[src/rtl/lcdrc_pkg.sv]
// Shared types, constants and helpers for the character LCD nibble driver
// with row cache. No dependencies.
package lcdrc_pkg;

  localparam int COLUMNS  = 16;
  localparam int ROWS     = 2;
  localparam int COL_W    = $clog2(COLUMNS);
  localparam int CNT_W    = $clog2(COLUMNS + 1);
  localparam int ROW_W    = (ROWS > 1) ? $clog2(ROWS) : 1;
  localparam int SHOWN_N  = ROWS * COLUMNS;
  localparam int SHOWN_AW = $clog2(SHOWN_N);
  localparam int INIT_LEN = 6;

  localparam logic [7:0] CURSOR_ROW0 = 8'h80;
  localparam logic [7:0] CURSOR_ROW1 = 8'hC0;
  localparam logic [7:0] BIT_BL      = 8'b0000_1000;
  localparam logic [7:0] BIT_RS      = 8'b0000_0001;
  localparam logic [7:0] BIT_EN      = 8'b0000_0100;
  localparam logic [7:0] CMD_CLEAR   = 8'h01;
  localparam logic [7:0] CHAR_BLANK  = 8'h20;

  typedef enum logic [2:0] {
    MODE_ROW    = 3'd0,
    MODE_PRINT  = 3'd1,
    MODE_CLEAR  = 3'd2,
    MODE_BL_ON  = 3'd3,
    MODE_BL_OFF = 3'd4,
    MODE_INIT   = 3'd5,
    MODE_CURSOR = 3'd6
  } mode_t;

  typedef enum logic [2:0] {
    ST_IDLE,
    ST_PUT,
    ST_HI,
    ST_LO,
    ST_FETCH,
    ST_LOAD,
    ST_CMP_RD,
    ST_CMP_CHK
  } state_t;

  typedef enum logic [1:0] {
    JOB_ONE,
    JOB_ROW,
    JOB_INIT
  } job_t;

  typedef struct packed {
    logic [7:0] latch_byte;
    logic       strobe_res;
    logic       last;
  } res_t;

  function automatic logic [7:0] init_byte(input logic [2:0] i);
    case (i)
      3'd0:    init_byte = 8'b0011_0011;
      3'd1:    init_byte = 8'b0011_0010;
      3'd2:    init_byte = 8'b0010_1000;
      3'd3:    init_byte = 8'b0000_1100;
      3'd4:    init_byte = 8'b0000_0110;
      default: init_byte = CMD_CLEAR;
    endcase
  endfunction

  function automatic logic [7:0] cursor_base(input logic [ROW_W-1:0] r);
    cursor_base = (r == ROW_W'(1)) ? CURSOR_ROW1 : CURSOR_ROW0;
  endfunction

  function automatic logic [SHOWN_AW-1:0] shown_addr(input logic [ROW_W-1:0] r,
                                                     input logic [COL_W-1:0] c);
    shown_addr = SHOWN_AW'(r) * SHOWN_AW'(COLUMNS) + SHOWN_AW'(c);
  endfunction

  // Latch byte for one nibble: nibble high, kept backlight, enable low, RS.
  function automatic logic [7:0] nib_byte(input logic [3:0] nib, input logic [7:0] ls,
                                          input logic rs);
    nib_byte = {nib, ls[3], 3'b000} | (rs ? BIT_RS : 8'h00);
    nib_byte = nib_byte & ~BIT_EN;
  endfunction

endpackage

[src/rtl/lcdrc_in_if.sv]
// Input channel of the LCD driver: valid/ready with mode, character, row, column.
// No dependencies.
interface lcdrc_in_if;
  logic       valid;
  logic       ready;
  logic [2:0] mode;
  logic [7:0] text_char;
  logic       row;
  logic [5:0] column;

  modport source(output valid, output mode, output text_char, output row,
                 output column, input ready);
  modport sink(input valid, input mode, input text_char, input row,
               input column, output ready);
endinterface

[src/rtl/lcdrc_out_if.sv]
// Result channel of the LCD driver: valid/ready with latch byte, strobe, last.
// No dependencies.
interface lcdrc_out_if;
  logic       valid;
  logic       ready;
  logic [7:0] latch_byte;
  logic       strobe_res;
  logic       last;

  modport source(output valid, output latch_byte, output strobe_res,
                 output last, input ready);
  modport sink(input valid, input latch_byte, input strobe_res,
               input last, output ready);
endinterface

[src/rtl/lcdrc_out_stage.sv]
// Output register of the LCD driver; holds one result until its transfer.
// Depends on lcdrc_pkg and lcdrc_out_if.
module lcdrc_out_stage (
  input  logic           clk,
  input  logic           rst,
  input  logic           push,
  input  lcdrc_pkg::res_t push_res,
  output logic           can_push,
  lcdrc_out_if.source    result
);
  import lcdrc_pkg::*;

  logic valid;
  res_t data;

  assign can_push = !valid || result.ready;

  always_ff @(posedge clk) begin
    if (rst) begin
      valid <= 1'b0;
    end else if (push) begin
      valid <= 1'b1;
    end else if (result.ready) begin
      valid <= 1'b0;
    end
  end

  always_ff @(posedge clk) begin
    if (push) begin
      data <= push_res;
    end
  end

  assign result.valid      = valid;
  assign result.latch_byte = data.latch_byte;
  assign result.strobe_res = data.strobe_res;
  assign result.last       = data.last;
endmodule

[src/rtl/char_lcd_nibble_driver_row_cache_unit.sv]
// Top level of the character LCD nibble driver with row cache.
// Depends on lcdrc_pkg, lcdrc_in_if, lcdrc_out_if and lcdrc_out_stage.
//
// Usage:
//   item   - valid/ready input channel; one transfer per command or character.
//   result - valid/ready output channel; one transfer per expander latch byte,
//            with last set on the final byte caused by an item.
// Row text characters are taken one per cycle while the sequencer is idle and
// staged in a 16-entry memory. A zero character ends the row: if the row
// cache is valid, the staged text is compared with the cached row column by
// column (memory read, then compare). A changed or invalid row is sent as a
// cursor command plus, per column, a read, a load and two nibbles.
// Item ready is high only while the sequencer is idle; the output register
// lets the next item in while the final result still waits.
// A receiver stall holds the sequencer on the pending latch byte; nothing is lost.
// Reset (synchronous, rst high) clears the latch byte, the row valid bits,
// the staging count and the output valid flag; the memories are not cleared.
module char_lcd_nibble_driver_row_cache_unit (
  input  logic       clk,
  input  logic       rst,
  lcdrc_in_if.sink    item,
  lcdrc_out_if.source result
);
  import lcdrc_pkg::*;

  state_t              state, state_next;
  job_t                job, job_next;
  mode_t               op, op_next;
  logic [7:0]          cur_byte, cur_byte_next;
  logic                cur_rs, cur_rs_next;
  logic [CNT_W-1:0]    idx, idx_next;
  logic [CNT_W-1:0]    cnt_n, cnt_n_next;
  logic [CNT_W-1:0]    stg_count, stg_count_next;
  logic [ROW_W-1:0]    r_sel, r_sel_next;
  logic [7:0]          latch_state, latch_next;
  logic [ROWS-1:0]     row_valid, row_valid_next;
  logic [2:0]          init_idx, init_idx_next;

  logic [7:0]          stg_mem [COLUMNS];
  logic [7:0]          stg_q;
  logic                stg_we;
  logic [COL_W-1:0]    stg_waddr, stg_raddr;
  logic [7:0]          shown_mem [SHOWN_N];
  logic [7:0]          shown_q;
  logic                shown_we;
  logic [SHOWN_AW-1:0] shown_waddr, shown_raddr;
  logic [7:0]          padded;

  logic                push, can_push;
  res_t                push_res;
  mode_t               in_mode;
  logic [ROW_W-1:0]    in_row;

  assign in_mode = mode_t'(item.mode);
  assign in_row  = (32'(item.row) < ROWS) ? ROW_W'(item.row) : ROW_W'(ROWS - 1);
  assign padded  = (idx < cnt_n) ? stg_q : CHAR_BLANK;
  assign item.ready = (state == ST_IDLE);

  always_ff @(posedge clk) begin
    if (stg_we) begin
      stg_mem[stg_waddr] <= item.text_char;
    end
    stg_q <= stg_mem[stg_raddr];
  end

  always_ff @(posedge clk) begin
    if (shown_we) begin
      shown_mem[shown_waddr] <= padded;
    end
    shown_q <= shown_mem[shown_raddr];
  end

  always_ff @(posedge clk) begin
    if (rst) begin
      state       <= ST_IDLE;
      latch_state <= '0;
      row_valid   <= '0;
      stg_count   <= '0;
    end else begin
      state       <= state_next;
      latch_state <= latch_next;
      row_valid   <= row_valid_next;
      stg_count   <= stg_count_next;
    end
  end

  always_ff @(posedge clk) begin
    job      <= job_next;
    op       <= op_next;
    cur_byte <= cur_byte_next;
    cur_rs   <= cur_rs_next;
    idx      <= idx_next;
    cnt_n    <= cnt_n_next;
    r_sel    <= r_sel_next;
    init_idx <= init_idx_next;
  end

  always_comb begin
    state_next     = state;
    job_next       = job;
    op_next        = op;
    cur_byte_next  = cur_byte;
    cur_rs_next    = cur_rs;
    idx_next       = idx;
    cnt_n_next     = cnt_n;
    stg_count_next = stg_count;
    r_sel_next     = r_sel;
    latch_next     = latch_state;
    row_valid_next = row_valid;
    init_idx_next  = init_idx;
    stg_we         = 1'b0;
    stg_waddr      = stg_count[COL_W-1:0];
    stg_raddr      = idx[COL_W-1:0];
    shown_we       = 1'b0;
    shown_waddr    = shown_addr(r_sel, idx[COL_W-1:0]);
    shown_raddr    = shown_addr(r_sel, idx[COL_W-1:0]);
    push           = 1'b0;
    push_res       = '0;

    case (state)
      ST_IDLE: begin
        if (item.valid) begin
          case (in_mode)
            MODE_ROW: begin
              if (item.text_char != 8'h00) begin
                if (stg_count < CNT_W'(COLUMNS)) begin
                  stg_we         = 1'b1;
                  stg_count_next = stg_count + CNT_W'(1);
                end
              end else begin
                cnt_n_next     = stg_count;
                stg_count_next = '0;
                r_sel_next     = in_row;
                idx_next       = '0;
                if (row_valid[in_row]) begin
                  state_next = ST_CMP_RD;
                end else begin
                  cur_byte_next = cursor_base(in_row);
                  cur_rs_next   = 1'b0;
                  job_next      = JOB_ROW;
                  state_next    = ST_HI;
                end
              end
            end
            MODE_PRINT: begin
              row_valid_next = '0;
              if (item.text_char != 8'h00) begin
                cur_byte_next = item.text_char;
                cur_rs_next   = 1'b1;
                job_next      = JOB_ONE;
                state_next    = ST_HI;
              end
            end
            MODE_CLEAR: begin
              row_valid_next = '0;
              cur_byte_next  = CMD_CLEAR;
              cur_rs_next    = 1'b0;
              job_next       = JOB_ONE;
              state_next     = ST_HI;
            end
            MODE_BL_ON, MODE_BL_OFF: begin
              op_next    = in_mode;
              state_next = ST_PUT;
            end
            MODE_INIT: begin
              row_valid_next = '0;
              op_next        = in_mode;
              state_next     = ST_PUT;
            end
            MODE_CURSOR: begin
              cur_byte_next = {2'b00, item.column} | cursor_base(ROW_W'(item.row));
              cur_rs_next   = 1'b0;
              job_next      = JOB_ONE;
              state_next    = ST_HI;
            end
            default: begin
            end
          endcase
        end
      end
      ST_PUT: begin
        if (can_push) begin
          case (op)
            MODE_BL_ON:  latch_next = latch_state | BIT_BL;
            MODE_BL_OFF: latch_next = latch_state & ~BIT_BL;
            default:     latch_next = BIT_BL;
          endcase
          push                = 1'b1;
          push_res.latch_byte = latch_next;
          push_res.strobe_res = 1'b0;
          push_res.last       = (op != MODE_INIT);
          if (op == MODE_INIT) begin
            job_next      = JOB_INIT;
            init_idx_next = '0;
            cur_byte_next = init_byte(3'd0);
            cur_rs_next   = 1'b0;
            state_next    = ST_HI;
          end else begin
            state_next = ST_IDLE;
          end
        end
      end
      ST_HI: begin
        if (can_push) begin
          latch_next          = nib_byte(cur_byte[7:4], latch_state, cur_rs);
          push                = 1'b1;
          push_res.latch_byte = latch_next;
          push_res.strobe_res = 1'b1;
          state_next          = ST_LO;
        end
      end
      ST_LO: begin
        if (can_push) begin
          latch_next          = nib_byte(cur_byte[3:0], latch_state, cur_rs);
          push                = 1'b1;
          push_res.latch_byte = latch_next;
          push_res.strobe_res = 1'b1;
          case (job)
            JOB_ROW: begin
              push_res.last = (idx == CNT_W'(COLUMNS));
              if (idx == CNT_W'(COLUMNS)) begin
                row_valid_next[r_sel] = 1'b1;
                state_next            = ST_IDLE;
              end else begin
                state_next = ST_FETCH;
              end
            end
            JOB_INIT: begin
              push_res.last = (init_idx == 3'(INIT_LEN - 1));
              if (init_idx == 3'(INIT_LEN - 1)) begin
                state_next = ST_IDLE;
              end else begin
                init_idx_next = init_idx + 3'd1;
                cur_byte_next = init_byte(init_idx + 3'd1);
                state_next    = ST_HI;
              end
            end
            default: begin
              push_res.last = 1'b1;
              state_next    = ST_IDLE;
            end
          endcase
        end
      end
      ST_FETCH: begin
        state_next = ST_LOAD;
      end
      ST_LOAD: begin
        cur_byte_next = padded;
        cur_rs_next   = 1'b1;
        shown_we      = 1'b1;
        idx_next      = idx + CNT_W'(1);
        state_next    = ST_HI;
      end
      ST_CMP_RD: begin
        state_next = ST_CMP_CHK;
      end
      ST_CMP_CHK: begin
        if (padded != shown_q) begin
          cur_byte_next = cursor_base(r_sel);
          cur_rs_next   = 1'b0;
          job_next      = JOB_ROW;
          idx_next      = '0;
          state_next    = ST_HI;
        end else if (idx == CNT_W'(COLUMNS - 1)) begin
          state_next = ST_IDLE;
        end else begin
          idx_next   = idx + CNT_W'(1);
          state_next = ST_CMP_RD;
        end
      end
      default: begin
        state_next = ST_IDLE;
      end
    endcase
  end

  lcdrc_out_stage u_out (
    .clk      (clk),
    .rst      (rst),
    .push     (push),
    .push_res (push_res),
    .can_push (can_push),
    .result   (result)
  );
endmodule
[src/flat_wrapper.sv]
// flat-port wrapper written by rule: the top's interface ports become plain ports
module char_lcd_nibble_driver_row_cache_unit_flat import lcdrc_pkg::*;
  (clk, rst, item_valid, item_mode, item_text_char, item_row, item_column, item_ready, result_valid, result_latch_byte, result_strobe_res, result_last, result_ready);
  lcdrc_in_if item_i ();
  lcdrc_out_if result_i ();
  input  logic clk;
  input  logic rst;
  input wire logic [$bits(item_i.valid)-1:0] item_valid;
  input wire logic [$bits(item_i.mode)-1:0] item_mode;
  input wire logic [$bits(item_i.text_char)-1:0] item_text_char;
  input wire logic [$bits(item_i.row)-1:0] item_row;
  input wire logic [$bits(item_i.column)-1:0] item_column;
  output wire logic [$bits(item_i.ready)-1:0] item_ready;
  output wire logic [$bits(result_i.valid)-1:0] result_valid;
  output wire logic [$bits(result_i.latch_byte)-1:0] result_latch_byte;
  output wire logic [$bits(result_i.strobe_res)-1:0] result_strobe_res;
  output wire logic [$bits(result_i.last)-1:0] result_last;
  input wire logic [$bits(result_i.ready)-1:0] result_ready;
  assign item_i.valid = item_valid;
  assign item_i.mode = item_mode;
  assign item_i.text_char = item_text_char;
  assign item_i.row = item_row;
  assign item_i.column = item_column;
  assign item_ready = item_i.ready;
  assign result_valid = result_i.valid;
  assign result_latch_byte = result_i.latch_byte;
  assign result_strobe_res = result_i.strobe_res;
  assign result_last = result_i.last;
  assign result_i.ready = result_ready;
  char_lcd_nibble_driver_row_cache_unit u_core (.clk(clk), .rst(rst), .item(item_i), .result(result_i));
endmodule
[config.mk]
export PLATFORM = sky130hd
export DESIGN_NAME = char_lcd_nibble_driver_row_cache_unit_flat
export DESIGN_NICKNAME = d
export VERILOG_FILES = /design/src/rtl/lcdrc_pkg.sv /design/src/rtl/lcdrc_in_if.sv /design/src/rtl/lcdrc_out_if.sv /design/src/rtl/lcdrc_out_stage.sv /design/src/rtl/char_lcd_nibble_driver_row_cache_unit.sv /design/src/flat_wrapper.sv
export SDC_FILE = /design/constraint.sdc
export NUM_CORES = 1
export LEC_CHECK = 0
export ABC_AREA = 1
export BUFFER_PORTS_ARGS = -buffer_cell sky130_fd_sc_hd__buf_2
export CAP_MARGIN = 20
export CELL_PAD_IN_SITES_DETAIL_PLACEMENT = 1
export CELL_PAD_IN_SITES_GLOBAL_PLACEMENT = 1
export CORE_MARGIN = 1.5
export CORE_UTILIZATION = 46
export CTS_BUF_LIST = sky130_fd_sc_hd__clkbuf_8 sky130_fd_sc_hd__clkbuf_16
export CTS_CLUSTER_DIAMETER = 100
export DETAILED_ROUTE_END_ITERATION = 8
export PLACE_DENSITY_LB_ADDON = 0.15
export SLEW_MARGIN = 20
export SYNTH_ARGS = -nofsm -noshare
export SYNTH_HDL_FRONTEND = slang
export SYNTH_SLANG_ARGS = --single-unit
[constraint.sdc]
create_clock -name clk -period 2.5 [get_ports clk]
set_input_delay 0.5 -clock clk [delete_from_list [all_inputs] [get_ports clk]]
set_output_delay 0.5 -clock clk [all_outputs]
set_load 0.1 [all_outputs]
-- After elaboration in Yosys (flattened, before gate mapping)
Memories as Yosys holds them, arrays and structs flattened. A register that Yosys moved wholly into a read port is not among the register bits.
Index checks and enable logic that the tools add are counted.
- input port bits: 22
- RAM bits: 384
- memories kept: 2
- register bits after elaboration: 57
- output and inout port bits: 12
- word-level logic and storage cells: 209
- memory list (name ; depth ; width ; rd ports ; clocked after Yosys merged registers in ; write ports ; RTL line ; RTL):
    u_core.shown_mem ; 32 ; 8 ; 1 ; 1 ; 1 ; char_lcd_nibble_driver_row_cache_unit.sv:43 ; logic [7:0] shown_mem [SHOWN_N];
    u_core.stg_mem ; 16 ; 8 ; 1 ; 1 ; 1 ; char_lcd_nibble_driver_row_cache_unit.sv:39 ; logic [7:0] stg_mem [COLUMNS];
- reductions and logical operators: 30
- bitwise operators: 5
- mux-type cells: 99
- equal/unequal tests: 48
- add/sub/neg operators: 4
- $lt $le $gt $ge: 5
- operator list (operator ; count):
    8-bit two-way mux ; 14
    3-bit two-way mux ; 15
    8-bit one-hot mux with 5 select lines ; 1
    5-bit two-way mux ; 7
    3-bit equality test (second input constant) ; 11
    8-bit one-hot mux with 4 select lines ; 1
    6-bit one-hot mux with 5 select lines ; 1
    2-bit two-way mux ; 14
    9-bit one-hot mux with 3 select lines ; 1
    1-bit two-way mux ; 25
    3-bit one-hot mux with 8 select lines ; 1
    8-bit one-hot mux with 3 select lines ; 1
    3-bit by 2-bit equality test with 1-bit output (second input constant) ; 7
    10-bit two-way mux ; 2
    9-bit AND reduction ; 2
    8-bit one-hot mux with 2 select lines ; 1
    5-bit one-hot mux with 3 select lines ; 1
    7-bit two-way mux ; 2
    2-bit by 1-bit != test with 1-bit output (second input constant) ; 7
    2-bit != test (second input constant) ; 7
    2-bit one-hot mux with 3 select lines ; 2
    3-bit one-hot mux with 2 select lines ; 2
    3-bit one-hot mux with 4 select lines ; 1
    12-bit AND reduction ; 1
    45 further kinds ; 64

-- Depth between registers and ports, before layout
- word-level depth: 9
- mapped depth: 16
- mapped depth without buffers: 16

-- Modules after synthesis
Synthesis repeated with hierarchy kept, for this count alone.
- cell total of the unflattened synthesis: 1559
- area total of the unflattened synthesis: 18760.5 µm²
- modules (own cells, without submodules) (module ; area each (µm²) ; cells an instance ; times used ; seq. area each (µm²)):
    char_lcd_nibble_driver_row_cache_unit ; 18417.7 ; 1544 ; 1 ; 13052.5
    lcdrc_out_stage ; 342.8 ; 15 ; 1 ; 320.3

-- Worst setup path after synthesis
Ideal clock, no wire load.
- kind: register -> register
- start: register u_core.idx[1]
- end: register u_core.cur_byte[0] (enable)
- arrival: 2388 ps
- data required time: 2227 ps
- library setup time: 273 ps
- period minus slack after synthesis: 2660 ps
- path buffers: 0
- slack: -160 ps
- stages on the path, launching flop included: 14
- cells stage by stage: edfxtp_1 -> ha_1 -> nand2_1 -> nor2_1 -> nand2_2 -> nand4_1 -> nand2_1 -> nand2_1 -> inv_2 -> nand2_1 -> nor2_2 -> nand3_2 -> nand3_1 -> inv_1
- cells in the longest elaborated chain, start to end: 5
- ends and longest elaborated chain (element ; RTL line ; RTL):
    start: declaration ; char_lcd_nibble_driver_row_cache_unit.sv:31 ; logic [CNT_W-1:0] idx, idx_next;
    start signal: assignment ; char_lcd_nibble_driver_row_cache_unit.sv:92 ; idx <= idx_next;
    5-bit less-than comparator ; char_lcd_nibble_driver_row_cache_unit.sv:56 ; assign padded = (idx < cnt_n) ? stg_q : CHAR_BLANK;
    8-bit two-way mux ; char_lcd_nibble_driver_row_cache_unit.sv:56 ;
    named net u_core.padded[5] ; char_lcd_nibble_driver_row_cache_unit.sv:47 ; logic [7:0] padded;
    8-bit != test ; char_lcd_nibble_driver_row_cache_unit.sv:259 ; if (padded != shown_q) begin
    2-bit by 1-bit != test with 1-bit output (no source line) ; - ;
    12-bit AND reduction (no source line) ; - ;
    end signal: assignment ; char_lcd_nibble_driver_row_cache_unit.sv:90 ; cur_byte <= cur_byte_next;
    end: declaration ; char_lcd_nibble_driver_row_cache_unit.sv:29 ; logic [7:0] cur_byte, cur_byte_next;
The timed path passes the listed nets, and every way through them passes these cells.
A chain may end at the register's enable or synchronous reset.

-- Worst setup path in the final report
- start: register u_core.state[2]
- end: output port item_ready
- cells in the longest elaborated chain, start to end: 1
- ends and longest elaborated chain (element ; RTL line ; RTL):
    start: declaration ; char_lcd_nibble_driver_row_cache_unit.sv:26 ; state_t state, state_next;
    start signal: assignment ; char_lcd_nibble_driver_row_cache_unit.sv:80 ; state <= state_next;
    3-bit zero test ; char_lcd_nibble_driver_row_cache_unit.sv:57 ; assign item.ready = (state == ST_IDLE);
    end: declaration ; flat_wrapper.sv:13 ; output wire logic [$bits(item_i.ready)-1:0] item_ready;
Every way passes these cells.

==> reports/metrics.cfg <==
[sta]
hold_viol=0
max_freq_mhz=427
timing.hold.ws_ns=0.163
rsz0062_at_grt=false
slew_headroom_pct=51.4
fin_crit_sh_pct=93.7
drv_slew=0
worst_pin_slew_ns=0.722
skew_ns=0.0189
finalSetupViolCount=0
period_needed_ns=2.34

[global_route]
grt_first_pass_wirelength_mm=80.6
gr-usage-all-layers_pct=25.6
grt_max_degree=100
antenna_found_initial=0
grt_pass1_vias=13400
grt_overflow=0

[synth]
netlist_top_cells_count=edfxtp_1 (422), nor2_1 (302), o21ai_0 (196), nand2_1 (136), inv_1 (84)
synth-seq-cells=457
synth_top_area_share_pct=67.7
yosysWarnings=0
synth_area_mm2=0.0187
yosysMostFrequentCell=edfxtp_1
yosysUniqueCellTypes=37
synth_top_area_cell=edfxtp_1
synth-seq-area-share_pct=71.4
async_flop_share_pct=0
synth.area.top_cells=edfxtp_1 (68%), nor2_1 (6.1%), o21ai_0 (5.2%)
avgSynthCellArea_um2=12.0
synth_edf_count=422
ys.flop_type=edfxtp_1
syn_nets=1602
postSynthCellCount=1560

[pwr]
p_int_mw=13.9
ir_worst_vdd_mv=0.576
p_switching_mw=6.19
p_leak_nw=7.74
power_frac_seq_pct=45.9
pwr-share-comb_pct=20.4
p_clk_share_pct=33.7
swShare_pct=30.8
power_density_mw_per_mm2=923

[hold_path]
hp-class=input pin to flop
worstHoldStart=item_text_char[1]

[finish]
drive_gt1_share_pct=15.3
final_nets=1730
multi_input_area_mm2=0.00466
regArea_mm2=0.0134
n_antenna_cell=0
area_growth_pct=16.4
final_util_pct=54.6
nFillCells=4086
fin_cells=2248

[route]
antenna_left=0
wl_met1_mm=23.3
first_iter_violations=910
routed_wirelength_mm=52.3
firstDrtPassIters=5
met3WireLength_mm=2.77
viasPerCell=5.75
drc=0
route.detailed.wl_per_inst_um=23.2
wl_met2_mm=25.3
num_vias=12923
top_layer=met4

[floorplan]
die_w_um=205
start_util_pct=46.9
num_rows=73
die_area_mm2=0.0419
ioPinCount=34
coreArea_mm2=0.0399
die_h_um=205

[run]
drv_cap=0

[place]
gp_congestion=0.847
dp.cells=2161
io_buffers=33
hpwl_mm=33.1

[worst_setup_path]
worstPathRequired_ns=2.00
worstPathMaxFanout=7
crit_arrival_ns=1.84
path_class=flop to output port
startpoint=u_core.state[2]
setup.worst_path.start_class=flop
critPathCaptureType=output port
r2r_start=u_core.idx[4]

[clock_tree]
cts_max_level=2
clock_latency_ns=0.59
cts_tree=yes
cts_buffer_depth=3
numCtsBuffers=48
cts_hold_buf=0
path_clk_slew_ns=0.06
cts_root_buf=clkbuf_16
cts_sinks=457

[run_status]
status=completed

-- stage by stage --
stage / TNS [ns] / setup WS [ns] / power, mW / cell area, µm²
after floorplan: -1.67 / -0.128 / 12.1 / 18700
after global placement: 0 / 0.210 / 13.4 / 20300
after detailed placement: 0 / 0.172 / 13.5 / 20300
after CTS: 0 / 0.0445 / 20.2 / 21800
after global routing: 0 / 0.0185 / 20.9 / 21800
final: 0 / 0.157 / 20.1 / 21800
-- cells in the final DEF (no fill, tap or decap), types with 10 or more instances in the layout --
cell	instances
clkbuf_16	50
a221oi_1	15
buf_12	12
o21ai_0	196
inv_1	90
inv_2	21
buf_4	105
nand2_1	135
ha_1	20
o22ai_1	81
nand4_1	13
buf_2	33
edfxtp_1	422
a21oi_1	19
nand3_1	35
dfxtp_1	35
clkinv_1	12
nor2_1	301
a22o_1	10
o21ai_1	22
o221ai_1	16
-- sequential cells by signal, summed over array words and instances, names as in the netlist, 8 cells and up --
| name | count |
|---|---|
| u_core.stg_mem | 128 |
| u_core.stg_q | 8 |
| u_core.latch_state | 8 |
| u_core.shown_q | 8 |
| u_core.u_out.result.latch_byte | 8 |
| u_core.shown_mem | 256 |
| u_core.cur_byte | 8 |
-- layer usage --
layer  vias up  global-route usage, %
met5         -                      0
met4         0                   6.70
met1      6607                   35.7
met2       331                   41.9
met3        64                   3.95
li1       5921                      -
-- cell type report --
type                            instances  share of cell area, %
Sequential cell                       457                   61.4
Multi-Input combinational cell        924                   21.4
Clock buffer                           52                   5.87
Timing Repair Buffer                  152                   5.57
Tap cell                              525                   3.02
Inverter                              105                   1.83
Clock inverter                         33                  0.953
-- worst max-delay path, cell delays in order (launching register included) --
cell	delay [ns]
dfxtp_1	0.36
nor2_1	0.15
inv_2	0.08
nor2_2	0.27
clkbuf_4	0.41
-- cells by family (layout without fill, tap and decap cells) --
kind of cell             Yosys count  count (layout)  synth area share (%)
AND/OR/NAND/NOR                  514             514                  11.2
flip-flops                       457             457                  71.4
AO/OA/AOI/OAI                    389             389                  12.2
buffers and inverters            179             342                  3.78
adder cells (fa/ha/maj)           20              20                  1.34
XOR/XNOR                           1               1                0.0468
-- path summary, 6_finish.rpt --
| kind | endpoint | slack [ns] | cells after the start |
|---|---|---|---|
| setup / recovery | item_ready | 0.16 | 4 |
| hold / removal | u_core.stg_mem[15][1] | 0.16 | 1 |
| setup reg to reg | u_core.idx[1] | 0.18 | 13 |
| hold reg to reg | u_core.cnt_n[4] | 0.44 | 0 |
-- power by group through the flow --
stage	combinational (mW)	clock, mW	sequential [mW]
2_1_floorplan	2.07	0	10.0
3_3_place_gp	4.00	0	9.37
3_5_place_dp	4.08	0	9.38
4_1_cts	4.11	6.90	9.22
5_1_grt	4.48	7.17	9.26
6_report	4.10	6.79	9.22
-- repair_timing --
action | 4_1_cts | 5_1_grt
setup buffers | 0 | 1
setup endpoints to repair | 0 | 23
resized for setup | 0 | 6
Power figures use the tool's default switching activity.
